<file path="src/design/cplu_pkg.sv">
// ----------------------------------------------------------------------------
// cplu_pkg
// lattice geometry, memory layout, payload types and helpers for the
// contact process lattice update block
// ----------------------------------------------------------------------------
`default_nettype none

package cplu_pkg;

	// lattice side, a power of two from 4 to 1024
	localparam int GRID_SIDE = 1024;
	localparam int GRID_W    = $clog2(GRID_SIDE);
	localparam int CENTER    = GRID_SIDE / 2;

	// field widths fixed by the interface
	localparam int COORD_W = 10;
	localparam int DRAW_W  = 16;
	localparam int THR_W   = 16;
	localparam int COUNT_W = 21;
	localparam int SUM_W   = 38;
	localparam int DSQ_W   = 2 * GRID_W + 1;

	// occupancy bits packed into memory words
	localparam int CELLS     = GRID_SIDE * GRID_SIDE;
	localparam int IDX_W     = 2 * GRID_W;
	localparam int WORD_BITS = 64;
	localparam int BIT_W     = $clog2(WORD_BITS);
	localparam int WORDS     = (CELLS + WORD_BITS - 1) / WORD_BITS;
	localparam int ADDR_W    = (WORDS > 1) ? $clog2(WORDS) : 1;
	localparam int PIDX_W    = IDX_W + BIT_W;
	localparam int EXT_W     = (GRID_W > COORD_W) ? GRID_W : COORD_W;

	localparam int CENTER_IDX  = CENTER * GRID_SIDE + CENTER;
	localparam int CENTER_WORD = CENTER_IDX / WORD_BITS;
	localparam int CENTER_BIT  = CENTER_IDX % WORD_BITS;

	// configuration register map
	localparam int CFG_IDX_W = 4;
	localparam logic [CFG_IDX_W-1:0] REG_DEATH = CFG_IDX_W'(0);
	localparam logic [CFG_IDX_W-1:0] REG_BIRTH = CFG_IDX_W'(1);
	localparam logic [THR_W-1:0] DEATH_RESET = THR_W'(9994);
	localparam logic [THR_W-1:0] BIRTH_RESET = THR_W'(16384);

	typedef enum logic [1:0] {
		DIR_LEFT  = 2'd0,
		DIR_RIGHT = 2'd1,
		DIR_UP    = 2'd2,
		DIR_DOWN  = 2'd3
	} dir_t;

	typedef struct packed {
		logic [COORD_W-1:0] site_x;
		logic [COORD_W-1:0] site_y;
		logic [1:0]         direction;
		logic [DRAW_W-1:0]  random_draw;
	} cmd_t;

	typedef struct packed {
		logic               site_occupied;
		logic               site_changed;
		logic [COUNT_W-1:0] occupied_count;
		logic [SUM_W-1:0]   distance_sum;
	} rsp_t;

	// one memory port request
	typedef struct packed {
		logic                 rd_en;
		logic                 wr_en;
		logic [ADDR_W-1:0]    addr;
		logic [WORD_BITS-1:0] wdata;
	} mem_port_t;

	// coordinate reduced onto the lattice (power-of-two side: a mask)
	function automatic logic [GRID_W-1:0] reduce_coord(input logic [COORD_W-1:0] v);
		logic [EXT_W-1:0] ext;
		ext = EXT_W'(v);
		return ext[GRID_W-1:0];
	endfunction

	function automatic logic [IDX_W-1:0] cell_index(input logic [GRID_W-1:0] x,
		input logic [GRID_W-1:0] y);
		return IDX_W'(y) * IDX_W'(GRID_SIDE) + IDX_W'(x);
	endfunction

	function automatic logic [ADDR_W-1:0] word_of(input logic [IDX_W-1:0] idx);
		return ADDR_W'(PIDX_W'(idx) >> BIT_W);
	endfunction

	function automatic logic [BIT_W-1:0] bit_of(input logic [IDX_W-1:0] idx);
		return BIT_W'(idx);
	endfunction

	// squared distance from the lattice centre
	function automatic logic [DSQ_W-1:0] dist_sq(input logic [GRID_W-1:0] x,
		input logic [GRID_W-1:0] y);
		logic [GRID_W-1:0] dx;
		logic [GRID_W-1:0] dy;
		dx = (x >= GRID_W'(CENTER)) ? x - GRID_W'(CENTER) : GRID_W'(CENTER) - x;
		dy = (y >= GRID_W'(CENTER)) ? y - GRID_W'(CENTER) : GRID_W'(CENTER) - y;
		return DSQ_W'(dx) * DSQ_W'(dx) + DSQ_W'(dy) * DSQ_W'(dy);
	endfunction

endpackage

`default_nettype wire

</file>
<file path="src/design/cplu_clear.sv">
// ----------------------------------------------------------------------------
// cplu_clear
// post-reset sweep that empties the lattice and seeds the centre site
// ----------------------------------------------------------------------------
`default_nettype none

module cplu_clear import cplu_pkg::*; (
	input  logic      clk,
	input  logic      arst_n,
	output logic      active,
	output mem_port_t port
);

	logic              active_q;
	logic [ADDR_W-1:0] cnt_q;
	logic              last;

	assign last = (cnt_q == ADDR_W'(WORDS - 1));

	always_ff @(posedge clk or negedge arst_n) begin
		if (!arst_n) begin
			active_q <= 1'b1;
			cnt_q    <= '0;
		end else if (active_q) begin
			cnt_q <= cnt_q + 1'b1;
			if (last) begin
				active_q <= 1'b0;
			end
		end
	end

	always_comb begin
		port       = '0;
		port.wr_en = active_q;
		port.addr  = cnt_q;
		if (cnt_q == ADDR_W'(CENTER_WORD)) begin
			port.wdata[CENTER_BIT] = 1'b1;
		end
	end

	assign active = active_q;

endmodule

`default_nettype wire

</file>
<file path="config.mk">
export PLATFORM = sky130hd
export DESIGN_NAME = cplu_clear
export DESIGN_NICKNAME = d
export VERILOG_FILES = /design/src/design/cplu_pkg.sv /design/src/design/cplu_clear.sv
export SDC_FILE = /design/constraint.sdc
export NUM_CORES = 1
export LEC_CHECK = 0
export BUFFER_PORTS_ARGS = -buffer_cell sky130_fd_sc_hd__buf_2
export CORE_MARGIN = 2
export CORE_UTILIZATION = 37
export CTS_CLUSTER_SIZE = 40
export DETAILED_ROUTE_END_ITERATION = 16
export PLACE_DENSITY = 0.73
export SYNTH_ARGS = -nofsm -noshare
export SYNTH_HDL_FRONTEND = slang
export SYNTH_SLANG_ARGS = --single-unit
export TNS_END_PERCENT = 10
</file>
<file path="constraint.sdc">
create_clock -name clk -period 1.2 [get_ports clk]
set_input_delay 0.24 -clock clk [delete_from_list [all_inputs] [get_ports clk]]
set_output_delay 0.24 -clock clk [all_outputs]
set_load 0.005 [all_outputs]
</file>
==> flow_summary.toml <==
[final_layout]
areaGrowthSynthToFinish_pct = 17.9
final_layout_size_suffix_gt1_frac = 0.320
register_area_um2 = 377
fin_nets = 177
diodes = 0
final_common_cell = "conb_1"
multi_input_area_um2 = 619
final_cell_mix = "conb_1 (64), buf_6 (22), dfrtp_1 (14)"
fillers = 314

[timing]
report.final.slew_viol_count = 0
finClkSkew_ns = 0.00144
min_period_ns = 1.79
period_share = 1.49
fmax_mhz = 559
tns_ns = -1.39
grt_setup_unrepaired = "true"
hold_violations = 0
holdWs_ns = 0.380
finalWorstSetupSlack_ns = -0.587
setup-violations-final = 13

[critical_path]
startpoint_type = "flop"
slowest_stage = "or4_4"
crit_fanout = 2
cp.arrival_ns = 1.55
required_ns = 0.96
cp-end-kind = "output pin"
critical_path_class = "flop to output pin"
reg2reg_depth = 5
crit_chain = "or4_4 -> nor4_2 -> buf_2"
reg2reg_slack_ns = -0.08
max_stage_delay_ns = 0.53
r2r-end = "cnt_q[13]$_DFFE_PN0P_"
worstReg2RegStart = "cnt_q[11]$_DFFE_PN0P_"

[route]
drc_errors = 0
final_antenna_net_count = 0
wl_per_cell_um = 9.03
drtPass1Iterations = 3
drt_iter0_drc = 21
drt-vias-per-instance = 3.72
drt-total-wl_um = 1950
route.vias.total = 803

[global_routing]
use_met3 = 0.0252
grt-ovfl-total = 0
grt_pass1_vias = 645
grt_util_met2 = 0.164
grt_max_degree = 16
grt_pass1_wl_um = 2820
grtUsageMet1 = 0.129
busiest_layer = "met2"
antenna_found_initial = 0
track_usage = 0.103

[yosys]
synth_seq_cells = 15
ys_seq_area_frac = 0.308
yosysWarningCount = 0
synth_cells = 133
synth.cell_area_mm2 = 0.00122
avgSynthCellArea_um2 = 9.19
synth_cell_types = 24

[pwr]
clockPowerShare = 0.348
power_mw = 0.868
vdd_drop_max_mv = 0.234
swShare = 0.265
leakagePower_nw = 0.809
p_sw_mw = 0.230
power.density_mw_per_mm2 = 602
p_int_mw = 0.638
pwr-share-comb = 0.070
seq_power_share = 0.582

[clock_tree]
clock_sinks = 15
cts_tree = "built"
cts.path.max_buffers = 2
clk_pin_slew_ns = 0.09
cts_buffers = 3
h-tree-depth = 1
insertion_delay_ns = 0.29
cts_root_buf = "clkbuf_4"

[place]
gp_congestion = 0.754
port-buffer-count = 18
dp_hpwl_um = 1530

[floorplan]
dieArea_mm2 = 0.00378
fp.dieW_um = 61.5
core_area_mm2 = 0.00310
die_y_um = 61.5
start_util = 0.394
ioPinCount = 83
num_rows = 20

[status]
status = "finished, violations left"
violations = "negative setup slack"

[min_path]
hp-class = "input port to asynchronous set/reset pin"

[run]
drv_cap = 0
[power by group through the flow]
stage	Combinational, mW	Sequential (mW)	Clock (mW)
6_report	0.0609	0.505	0.302
3_3_place_gp	0.0544	0.515	0
5_1_grt	0.0788	0.505	0.325
3_5_place_dp	0.0549	0.515	0
4_1_cts	0.0575	0.505	0.310
2_1_floorplan	0.195	0.515	0
[state kept, by name (all words and copies together), names as in the netlist]
name    cells
active      1
cnt_q      14
[logic make-up after synthesis]
family          Yosys count  share of synthesized area
simple gates             30                      0.142
flops                    15                      0.308
xor+xnor                 13                     0.0931
fa+ha+maj                 2                     0.0205
buf+inv                  70                      0.422
compound gates            2                     0.0113
other cells               1                    0.00307
[per-layer routing]
layer,share of wire,vias to the layer above
li1,-,373
met1,0.38,380
met2,0.52,46
met3,0.077,4
met4,0.016,0
met5,0,-
[how the worst max path moves through the flow]
stage | cells past startpoint | to | startpoint
detailed placement | 7 | port[0] | cnt_q[1]$_DFFE_PN0P_
global route | 3 | port[0] | cnt_q[12]$_DFFE_PN0P_
CTS | 7 | port[0] | cnt_q[1]$_DFFE_PN0P_
global placement | 7 | port[0] | cnt_q[1]$_DFFE_PN0P_
finish | 3 | port[0] | cnt_q[8]$_DFFE_PN0P_
floorplan | 6 | port[0] | cnt_q[0]$_DFFE_PN0P_
[critical path: cells and delay by family (launching register included)]
kind / cells / cell delay, ns
flops: 1 / 0.39
buf+inv: 1 / 0.15
simple gates: 2 / 0.73
[stage by stage]
step,util,setup slack [ns],cell area [um^2],instances
after detailed placement,0.402,-0.249,1250,210
after global routing,0.465,-0.624,1440,216
after global placement,0.402,-0.242,1250,210
final,0.465,-0.587,1440,216
after floorplan,-,-0.150,1470,196
after CTS,0.427,-0.573,1330,215
[cell usage after synthesis]
| library cell | instances | area share |
|---|---|---|
| or4_1 | 1 | 0.0061 |
| nor3b_2 | 1 | 0.010 |
| nor4_1 | 1 | 0.0051 |
| inv_1 | 3 | 0.0092 |
| nand2_1 | 8 | 0.025 |
| buf_4 | 65 | 0.40 |
| nor3_1 | 1 | 0.0041 |
| dfstp_2 | 1 | 0.021 |
| o31a_1 | 1 | 0.0072 |
| nand4_2 | 1 | 0.010 |
| nand3_1 | 6 | 0.025 |
| nor2_1 | 4 | 0.012 |
| xnor2_1 | 6 | 0.043 |
| or2_1 | 2 | 0.010 |
| o21ai_0 | 1 | 0.0041 |
| xor2_1 | 7 | 0.050 |
| nand4_1 | 1 | 0.0051 |
| and3_1 | 1 | 0.0051 |
| ha_1 | 2 | 0.020 |
| buf_6 | 1 | 0.0092 |
| buf_2 | 1 | 0.0041 |
| nor3_2 | 3 | 0.025 |
| dfrtp_1 | 14 | 0.29 |
| conb_1 | 1 | 0.0031 |
[area by class of cell]
| cell class | instances | area share |
|---|---|---|
| multi-input combinational | 111 | 0.430 |
| tap | 44 | 0.0382 |
| clock buffer | 4 | 0.0182 |
| inverter | 3 | 0.00781 |
| timing repair buffer | 39 | 0.245 |
| sequential | 15 | 0.261 |
[what timing repair did]
action                                  CTS  global route
hold endpoints to repair                 14             0
setup buffers                             0             1
pin swaps                                 2             7
endpoints found under the setup margin   19            27
gates resized for setup                  10            22
hold buffers                              1             0
Note: power is estimated with default switching activity, not from simulation.
