<file path="config.mk">
export PLATFORM = sky130hd
export DESIGN_NAME = cplu_update
export DESIGN_NICKNAME = d
export VERILOG_FILES = /design/src/design/cplu_pkg.sv /design/src/design/cplu_update.sv
export SDC_FILE = /design/constraint.sdc
export NUM_CORES = 1
export LEC_CHECK = 0
export BUFFER_PORTS_ARGS = -buffer_cell sky130_fd_sc_hd__clkbuf_2
export CAP_MARGIN = 10
export CORE_MARGIN = 1.5
export CORE_UTILIZATION = 45
export DETAILED_ROUTE_END_ITERATION = 7
export GPL_ROUTABILITY_DRIVEN = 0
export PLACE_DENSITY = 0.68
export SETUP_SLACK_MARGIN = 0.1
export SLEW_MARGIN = 20
export SYNTH_ARGS = -nofsm -noshare
export SYNTH_HDL_FRONTEND = slang
export SYNTH_SLANG_ARGS = --single-unit
</file>
<file path="constraint.sdc">
create_clock -name clk -period 7.15 [get_ports clk]
set_input_delay 1.0725 -clock clk [delete_from_list [all_inputs] [get_ports clk]]
set_output_delay 1.0725 -clock clk [all_outputs]
set_load 0.03 [all_outputs]
</file>
<file path="src/design/cplu_pkg.sv">
// ----------------------------------------------------------------------------
// cplu_pkg
// lattice geometry, memory layout, payload types and helpers for the
// contact process lattice update block
// ----------------------------------------------------------------------------
`default_nettype none

package cplu_pkg;

	// lattice side, a power of two from 4 to 1024
	localparam int GRID_SIDE = 1024;
	localparam int GRID_W    = $clog2(GRID_SIDE);
	localparam int CENTER    = GRID_SIDE / 2;

	// field widths fixed by the interface
	localparam int COORD_W = 10;
	localparam int DRAW_W  = 16;
	localparam int THR_W   = 16;
	localparam int COUNT_W = 21;
	localparam int SUM_W   = 38;
	localparam int DSQ_W   = 2 * GRID_W + 1;

	// occupancy bits packed into memory words
	localparam int CELLS     = GRID_SIDE * GRID_SIDE;
	localparam int IDX_W     = 2 * GRID_W;
	localparam int WORD_BITS = 64;
	localparam int BIT_W     = $clog2(WORD_BITS);
	localparam int WORDS     = (CELLS + WORD_BITS - 1) / WORD_BITS;
	localparam int ADDR_W    = (WORDS > 1) ? $clog2(WORDS) : 1;
	localparam int PIDX_W    = IDX_W + BIT_W;
	localparam int EXT_W     = (GRID_W > COORD_W) ? GRID_W : COORD_W;

	localparam int CENTER_IDX  = CENTER * GRID_SIDE + CENTER;
	localparam int CENTER_WORD = CENTER_IDX / WORD_BITS;
	localparam int CENTER_BIT  = CENTER_IDX % WORD_BITS;

	// configuration register map
	localparam int CFG_IDX_W = 4;
	localparam logic [CFG_IDX_W-1:0] REG_DEATH = CFG_IDX_W'(0);
	localparam logic [CFG_IDX_W-1:0] REG_BIRTH = CFG_IDX_W'(1);
	localparam logic [THR_W-1:0] DEATH_RESET = THR_W'(9994);
	localparam logic [THR_W-1:0] BIRTH_RESET = THR_W'(16384);

	typedef enum logic [1:0] {
		DIR_LEFT  = 2'd0,
		DIR_RIGHT = 2'd1,
		DIR_UP    = 2'd2,
		DIR_DOWN  = 2'd3
	} dir_t;

	typedef struct packed {
		logic [COORD_W-1:0] site_x;
		logic [COORD_W-1:0] site_y;
		logic [1:0]         direction;
		logic [DRAW_W-1:0]  random_draw;
	} cmd_t;

	typedef struct packed {
		logic               site_occupied;
		logic               site_changed;
		logic [COUNT_W-1:0] occupied_count;
		logic [SUM_W-1:0]   distance_sum;
	} rsp_t;

	// one memory port request
	typedef struct packed {
		logic                 rd_en;
		logic                 wr_en;
		logic [ADDR_W-1:0]    addr;
		logic [WORD_BITS-1:0] wdata;
	} mem_port_t;

	// coordinate reduced onto the lattice (power-of-two side: a mask)
	function automatic logic [GRID_W-1:0] reduce_coord(input logic [COORD_W-1:0] v);
		logic [EXT_W-1:0] ext;
		ext = EXT_W'(v);
		return ext[GRID_W-1:0];
	endfunction

	function automatic logic [IDX_W-1:0] cell_index(input logic [GRID_W-1:0] x,
		input logic [GRID_W-1:0] y);
		return IDX_W'(y) * IDX_W'(GRID_SIDE) + IDX_W'(x);
	endfunction

	function automatic logic [ADDR_W-1:0] word_of(input logic [IDX_W-1:0] idx);
		return ADDR_W'(PIDX_W'(idx) >> BIT_W);
	endfunction

	function automatic logic [BIT_W-1:0] bit_of(input logic [IDX_W-1:0] idx);
		return BIT_W'(idx);
	endfunction

	// squared distance from the lattice centre
	function automatic logic [DSQ_W-1:0] dist_sq(input logic [GRID_W-1:0] x,
		input logic [GRID_W-1:0] y);
		logic [GRID_W-1:0] dx;
		logic [GRID_W-1:0] dy;
		dx = (x >= GRID_W'(CENTER)) ? x - GRID_W'(CENTER) : GRID_W'(CENTER) - x;
		dy = (y >= GRID_W'(CENTER)) ? y - GRID_W'(CENTER) : GRID_W'(CENTER) - y;
		return DSQ_W'(dx) * DSQ_W'(dx) + DSQ_W'(dy) * DSQ_W'(dy);
	endfunction

endpackage

`default_nettype wire

</file>
<file path="src/design/cplu_update.sv">
// ----------------------------------------------------------------------------
// cplu_update
// address generation, occupancy decision, word write-back and running totals
// ----------------------------------------------------------------------------
`default_nettype none

module cplu_update import cplu_pkg::*; (
	input  logic                 clk,
	input  logic                 arst_n,
	input  logic                 accept,
	input  cmd_t                 cmd,
	input  logic [THR_W-1:0]     death_thr,
	input  logic [THR_W-1:0]     birth_thr,
	input  logic [WORD_BITS-1:0] rdata_a,
	input  logic [WORD_BITS-1:0] rdata_b,
	output mem_port_t            port_a,
	output mem_port_t            port_b,
	output logic                 pending,
	output logic                 done,
	output rsp_t                 rsp
);

	logic [GRID_W-1:0] x;
	logic [GRID_W-1:0] y;
	logic [GRID_W-1:0] nx;
	logic [GRID_W-1:0] ny;
	logic [IDX_W-1:0]  site_idx;
	logic [IDX_W-1:0]  nbr_idx;

	logic              valid_s1;
	logic [ADDR_W-1:0] addr_s1;
	logic [BIT_W-1:0]  site_bit_s1;
	logic [BIT_W-1:0]  nbr_bit_s1;
	logic [DRAW_W-1:0] draw_s1;
	logic [DSQ_W-1:0]  dsq_s1;

	logic                 occ_old;
	logic                 nbr_occ;
	logic                 change;
	logic                 occ_new;
	logic [WORD_BITS-1:0] wword;
	logic [COUNT_W-1:0]   live_next;
	logic [SUM_W-1:0]     sum_next;

	logic [COUNT_W-1:0] live_q;
	logic [SUM_W-1:0]   sum_q;
	logic               done_q;
	rsp_t               rsp_q;

	// wrapped neighbour
	always_comb begin
		x  = reduce_coord(cmd.site_x);
		y  = reduce_coord(cmd.site_y);
		nx = x;
		ny = y;
		unique case (dir_t'(cmd.direction))
			DIR_LEFT:  nx = (x == '0) ? GRID_W'(GRID_SIDE - 1) : x - 1'b1;
			DIR_RIGHT: nx = (x == GRID_W'(GRID_SIDE - 1)) ? '0 : x + 1'b1;
			DIR_UP:    ny = (y == '0) ? GRID_W'(GRID_SIDE - 1) : y - 1'b1;
			DIR_DOWN:  ny = (y == GRID_W'(GRID_SIDE - 1)) ? '0 : y + 1'b1;
		endcase
		site_idx = cell_index(x, y);
		nbr_idx  = cell_index(nx, ny);
	end

	always_ff @(posedge clk or negedge arst_n) begin
		if (!arst_n) begin
			valid_s1 <= 1'b0;
		end else begin
			valid_s1 <= accept;
		end
	end

	always_ff @(posedge clk) begin
		if (accept) begin
			addr_s1     <= word_of(site_idx);
			site_bit_s1 <= bit_of(site_idx);
			nbr_bit_s1  <= bit_of(nbr_idx);
			draw_s1     <= cmd.random_draw;
			dsq_s1      <= dist_sq(x, y);
		end
	end

	// decision on the words read back
	always_comb begin
		occ_old = rdata_a[site_bit_s1];
		nbr_occ = rdata_b[nbr_bit_s1];
		if (occ_old) begin
			change = (draw_s1 < death_thr);
		end else begin
			change = nbr_occ && (draw_s1 < birth_thr);
		end
		occ_new = occ_old ^ change;
		wword = rdata_a;
		wword[site_bit_s1] = occ_new;
		live_next = live_q;
		sum_next  = sum_q;
		if (change && occ_old) begin
			live_next = live_q - 1'b1;
			sum_next  = sum_q - SUM_W'(dsq_s1);
		end else if (change) begin
			live_next = live_q + 1'b1;
			sum_next  = sum_q + SUM_W'(dsq_s1);
		end
	end

	// read at transfer, write back in the following cycle: never in the same cycle
	always_comb begin
		port_a       = '0;
		port_a.rd_en = accept;
		port_a.wr_en = valid_s1 && change;
		port_a.addr  = valid_s1 ? addr_s1 : word_of(site_idx);
		port_a.wdata = wword;
		port_b       = '0;
		port_b.rd_en = accept;
		port_b.addr  = word_of(nbr_idx);
	end

	always_ff @(posedge clk or negedge arst_n) begin
		if (!arst_n) begin
			live_q <= COUNT_W'(1);
			sum_q  <= '0;
			done_q <= 1'b0;
		end else begin
			done_q <= valid_s1;
			if (valid_s1) begin
				live_q <= live_next;
				sum_q  <= sum_next;
			end
		end
	end

	always_ff @(posedge clk) begin
		if (valid_s1) begin
			rsp_q.site_occupied  <= occ_new;
			rsp_q.site_changed   <= change;
			rsp_q.occupied_count <= live_next;
			rsp_q.distance_sum   <= sum_next;
		end
	end

	assign pending = valid_s1;
	assign done    = done_q;
	assign rsp     = rsp_q;

endmodule

`default_nettype wire

</file>
==> flow_metrics.env, run 1 <==
export IMPL_busiest_layer="met2"
export IMPL_syn_inst=2298
export IMPL_rsz0062_at_grt="yes"
export IMPL_fin_ws_ns=-0.247
export IMPL_cp_slowest_cell="fa_1"
export IMPL_crit_path_end_kind="flop"
export IMPL_synth_area_top_cells="edfxtp_1, fa_1, ha_1"
export IMPL_viasPerCell=5.53
export IMPL_hold_violations=0
export IMPL_fmax_mhz=135
export IMPL_seq_area_frac_synth_pct=25.1
export IMPL_avgRoutedWirePerCell_um=18.8
export IMPL_first_pass_iters=6
export IMPL_cpPeakStageDelay_ns=0.56
export IMPL_die_area_mm2=0.0478
export IMPL_setup_violations=8
export IMPL_final_nets=3265
export IMPL_async_flop_share_pct=33.0
export IMPL_hold_path_class="flop to flop"
export IMPL_post_route_period_util_pct=103
export IMPL_synth_top_cell_by_area="edfxtp_1"
export IMPL_dp_worst_setup_slack_ns=-0.838
export IMPL_grt_use_met1_pct=34.5
export IMPL_fp_dieW_um=219
export IMPL_ys_ff_latch=185
export IMPL_drc=0
export IMPL_clk_pin_slew_ns=0.08
export IMPL_drive_above_1_share_pct=29.0
export IMPL_floorplan_initialDensity_pct=45.8
export IMPL_ys_warn_count=0
export IMPL_synth_top_area_share_pct=17.8
export IMPL_clockBufferDepth=2
export IMPL_yosysMostFrequentCell="inv_1"
export IMPL_syn_area_per_cell_um2=9.11
export IMPL_cts_tree="yes"
export IMPL_synthToLayoutAreaGrowth_pct=21.1
export IMPL_violations="negative setup slack"
export IMPL_io_pins=424
export IMPL_dp_hpwl_um=50600
export IMPL_grt_max_degree=66
export IMPL_cp_max_fo=4
export IMPL_antenna_found_initial=4
export IMPL_std_cell_rows=78
export IMPL_gr_usage_met2_pct=41.9
export IMPL_cap_violations=0
export IMPL_grt_overflow=0
export IMPL_outcome="finished, violations left"
export IMPL_slew_viol_final=0
export IMPL_totalWireLength_um=63700
export IMPL_io_buffers=358
export IMPL_synth_area_mm2=0.0209
export IMPL_tightest_slew_ns=1.08
export IMPL_yosys_most_used_dff="edfxtp_1"
export IMPL_whs_ns=0.495
export IMPL_cp_required_ns=7.39
export IMPL_grt_pass1_wl_um=97700
export IMPL_skew_ns=0.0134
export IMPL_grt_pass1_vias=18500
export IMPL_cts_sinks=185
export IMPL_cp_common_cell="fa_1"
export IMPL_grt_use_met3_pct=7.33
export IMPL_dr_total_vias=18700
export IMPL_synth_edf_count=124
export IMPL_h_tree_depth=4
export IMPL_maxSlewHeadroom_pct=27.7
export IMPL_critical_path_class="input port to flop"
export IMPL_grt_usage_pct=26.5
export IMPL_drt_iter0_markers=1435
export IMPL_synth_common_cells="inv_1, nor2_1, ha_1, nand2_1, fa_1"
export IMPL_ant_nets=0
export IMPL_utilization_pct=55.5
export IMPL_clockRootBuffer="clkbuf_16"
export IMPL_crit_arrival_ns=7.63
export IMPL_cts_buffers=17
export IMPL_ys_types=92
export IMPL_startpoint_type="input port"
export IMPL_core_mm2=0.0457
export IMPL_clock_latency_ns=0.49
export IMPL_min_period_ns=7.40
export IMPL_die_h_um=219
-- area by class of cell --
type	instances	area, um2
Multi-Input combinational cell	1714	14300
Sequential cell	185	5260
Antenna cell	4	10.0
Clock buffer	18	429
Timing Repair Buffer	561	3350
Inverter	287	1080
Tap cell	600	751
Fill cell	4091	20300
Clock inverter	13	213
-- placed cells by master, fill, tap and decap left out, types with 14 or more instances in the layout --
cell type / instances
a211oi_1: 14
a21o_1: 22
a21oi_1: 76
a22oi_1: 14
a31oi_1: 23
and3_1: 20
buf_4: 199
clkbuf_16: 17
clkbuf_2: 355
conb_1: 78
dfrtp_1: 59
edfxtp_1: 124
fa_1: 132
ha_1: 157
inv_1: 272
mux2_2: 88
mux2i_1: 30
nand2_1: 150
nand2b_1: 31
nand3_1: 41
nand4_1: 19
nor2_1: 215
nor2b_1: 22
nor3_1: 45
nor4_1: 23
o21ai_0: 59
o31ai_1: 16
or2_2: 15
or3_1: 14
xnor2_1: 94
xor2_1: 30
-- worst max-delay path: cells and delay by family --
kind	cells	cell delay, ns
AO/OA/AOI/OAI	5	0.81
AND/OR/NAND/NOR	7	1.32
buffers and inverters	6	0.39
adder cells (fa/ha/maj)	8	3.70
XOR/XNOR	2	0.35
-- stage by stage --
stage | cell area (um2) | std cells | TNS (ns)
global route | 25400 | 3379 | -3.23
floorplan | 21500 | 2374 | -3.91
detailed placement | 24300 | 3331 | -7.12
finish | 25400 | 3382 | -1.37
CTS | 25100 | 3368 | -1.06
global placement | 24300 | 3331 | -6.17
-- repair_timing --
action / in CTS / in global routing
hold endpoints to repair: 0 / 0
hold buffers: 0 / 0
resized for setup: 19 / 39
pin swaps: 18 / 25
setup buffers: 7 / 10
endpoints found under the setup margin: 9 / 11
-- cells by family (layout without fill, tap and decap cells) --
kind of cell	after synthesis	count (layout)	share of synthesized area, %
compound gates	392	392	13.1
xor+xnor	131	131	5.48
fa+ha+maj	298	298	22.5
buf+inv	475	879	10.4
flops	185	185	25.1
mux	133	133	7.80
other cells	2	82	0.0359
simple gates	682	682	15.6
-- sequential cells by signal, indices dropped and copies added, names as in the netlist --
register / cells
addr_s1: 14
done: 1
draw_s1: 16
dsq_s1: 21
live_q: 21
nbr_bit_s1: 6
pending: 1
rsp: 61
site_bit_s1: 6
sum_q: 38
-- worst paths after layout --
kind / start / to / slack (ns) / cells after the start
worst max-delay path: cmd[28] / dsq_s1[20]$_DFFE_PP_ / -0.25 / 28
worst min-delay path: live_q[14]$_DFFE_PN0P_ / live_q[14]$_DFFE_PN0P_ / 0.50 / 1
worst max register to register: draw_s1[5]$_DFFE_PP_ / live_q[18]$_DFFE_PN0P_ / 1.76 / 17
worst min register to register: live_q[14]$_DFFE_PN0P_ / live_q[14]$_DFFE_PN0P_ / 0.50 / 1
max in group asynchronous: arst_n / pending$_DFF_PN0_ / 5.68 / 2
min in group asynchronous: arst_n / live_q[13]$_DFFE_PN0P_ / 0.79 / 2
-- metal layers --
metal  wire [um]  vias to the layer above
met3        5770                      133
met4        1770                        8
met2       29100                      748
li1            -                     8734
met1       26900                     9088
met5         177                        -
Power of run 1 is not shown: default switching activity piles up to over one toggle a cycle in this logic, so the estimate is an artifact.
==> inputs of run 2 (changes only) <==
Settings changed: BUFFER_PORTS_ARGS -buffer_cell sky130_fd_sc_hd__clkbuf_2 to unset, DONT_BUFFER_PORTS set to 1, PLACE_DENSITY 0.68 to 0.61.
==> run 2 against run 1 <==
Effect of this change:
- the run still ends with negative setup slack left
- routed wire length decreased by 5.4%
- setup slack improved by 0.24 ns
- core utilization decreased by 4.9 points
- fmax increased by 3.4%
- first-iteration DRC count decreased by 2.6%
- via count decreased by 9.1%
==> flow_metrics.env, run 2 (synthesis results as in run 1) <==
export IMPL_final_nets=2868
export IMPL_io_pins=424
export IMPL_drive_above_1_share_pct=17.0
export IMPL_violations="negative setup slack"
export IMPL_skew_ns=0.0174
export IMPL_dr_total_vias=17000
export IMPL_setup_violations=2
export IMPL_tightest_slew_ns=1.18
export IMPL_fill_cells=4205
export IMPL_post_dp_cell_area_mm2=0.0223
export IMPL_crit_path_end_kind="flop"
export IMPL_avgRoutedWirePerCell_um=20.2
export IMPL_critical_path_class="input port to flop"
export IMPL_rrSetupSlack_ns=2.01
export IMPL_clk_pin_slew_ns=0.08
export IMPL_min_period_ns=7.16
export IMPL_fmax_mhz=140
export IMPL_final_area_mm2=0.0231
export IMPL_viasPerCell=5.70
export IMPL_grt_overflow=0
export IMPL_grt_max_degree=85
export IMPL_crit_arrival_ns=7.39
export IMPL_grt_usage_pct=25.2
export IMPL_totalWireLength_um=60200
export IMPL_first_pass_iters=5
export IMPL_rr_endpoint="rsp[35]$_DFFE_PP_"
export IMPL_synthToLayoutAreaGrowth_pct=10.4
export IMPL_outcome="finished, violations left"
export IMPL_grt_pass1_wl_um=93000
export IMPL_post_route_period_util_pct=100
export IMPL_grt_pass1_vias=16800
export IMPL_die_area_mm2=0.0478
export IMPL_startpoint_type="input port"
export IMPL_reg2reg_depth=17
export IMPL_cp_required_ns=7.38
export IMPL_slew_viol_final=0
export IMPL_crit_family="adder cells"
export IMPL_fp_dieW_um=219
export IMPL_ant_nets=0
export IMPL_final_common_cell="inv_1"
export IMPL_io_buffers=0
export IMPL_r2r_start="nbr_bit_s1[2]$_DFFE_PP_"
export IMPL_clock_latency_ns=0.49
export IMPL_largest_reg_flops=61
export IMPL_cpPeakStageDelay_ns=0.57
export IMPL_hold_violations=0
export IMPL_drc=0
export IMPL_dp_worst_setup_slack_ns=-0.691
export IMPL_cts_tree="yes"
export IMPL_hold_path_class="input port to async pin"
export IMPL_cts_buffers=17
export IMPL_layout_common_cells="inv_1, nor2_1, buf_4, ha_1, nand2_1"
export IMPL_holdBufCountCts=0
export IMPL_cap_violations=0
export IMPL_die_h_um=219
export IMPL_cp_max_fo=10
export IMPL_dp_hpwl_um=48000
export IMPL_cp_slowest_cell="fa_1"
export IMPL_h_tree_depth=4
export IMPL_fin_ws_ns=-0.00509
export IMPL_drt_iter0_markers=1398
export IMPL_cp_common_cell="fa_1"
export IMPL_crit_buf_inv=5
export IMPL_cts_sinks=185
export IMPL_std_cell_rows=78
export IMPL_clockBufferDepth=2
export IMPL_core_mm2=0.0457
export IMPL_maxSlewHeadroom_pct=20.7
export IMPL_clockRootBuffer="clkbuf_16"
export IMPL_rsz0062_at_grt="yes"
export IMPL_floorplan_initialDensity_pct=45.8
export IMPL_antenna_found_initial=7
-- run 2: cell types whose count changed in the layout (fill, tap and decap cells not counted), moves of 4 or more --
cell       previous run  this run
clkbuf_2            355         0
buf_6                 6         2
xnor2_1              94        98
buf_4               199       161
xnor2_2               5         1
bufinv_16             4         0
-- run 2: layer usage --
metal	vias to the layer above	routed length, um	GRT usage, %
li1	7953	-	-
met1	8305	26600	34.3
met2	651	27500	40.0
met3	100	4840	6.08
met4	2	1270	6.96
met5	-	11	0
-- run 2: how the worst max path moves through the flow --
stage	from	end	slack, ns	cells after the start
finish	cmd[28]	dsq_s1[20]$_DFFE_PP_	-0.005	27
global placement	cmd[28]	dsq_s1[20]$_DFFE_PP_	-0.60	27
CTS	cmd[28]	dsq_s1[19]$_DFFE_PP_	-0.03	26
global route	cmd[28]	dsq_s1[20]$_DFFE_PP_	-0.23	27
detailed placement	cmd[28]	dsq_s1[19]$_DFFE_PP_	-0.69	26
floorplan	cmd[30]	dsq_s1[20]$_DFFE_PP_	-0.59	26
-- run 2: cell type report --
cell class	count	area, um2	area share (%)
diodes	4	10.0	0.0433
clock buffers	19	433	1.87
well taps	600	751	3.25
repair buffers	164	1250	5.39
clock inverters	13	126	0.547
multi-input cells	1714	14200	61.5
inverters	287	1080	4.67
flip-flops and latches	185	5260	22.7
-- run 2: worst register-to-register path: cells and delay by family (launching register included) --
family | cells | cell delay (ns)
compound gates | 5 | 1.24
fa+ha+maj | 1 | 0.22
buf+inv | 2 | 0.35
xor+xnor | 1 | 0.15
flops | 1 | 0.97
simple gates | 6 | 1.57
mux | 2 | 0.39
-- run 2: metrics by stage --
stage	hold WS [ns]	TNS [ns]	cells	util, %
2_1_floorplan	0.445	-3.91	2374	-
3_3_place_gp	0.458	-5.16	2940	48.8
3_5_place_dp	0.466	-6.30	2940	48.8
4_1_cts	0.238	-0.0827	2975	50.2
5_1_grt	0.243	-1.21	2982	50.6
6_report	0.268	-0.00922	2986	50.6
-- run 2: timing repair --
| item | in CTS | in global routing |
|---|---|---|
| endpoints found under the setup margin | 9 | 10 |
| pin swaps | 11 | 28 |
| setup buffers | 3 | 6 |
| resized for setup | 12 | 30 |
Power of run 2 is left out for the same reason.
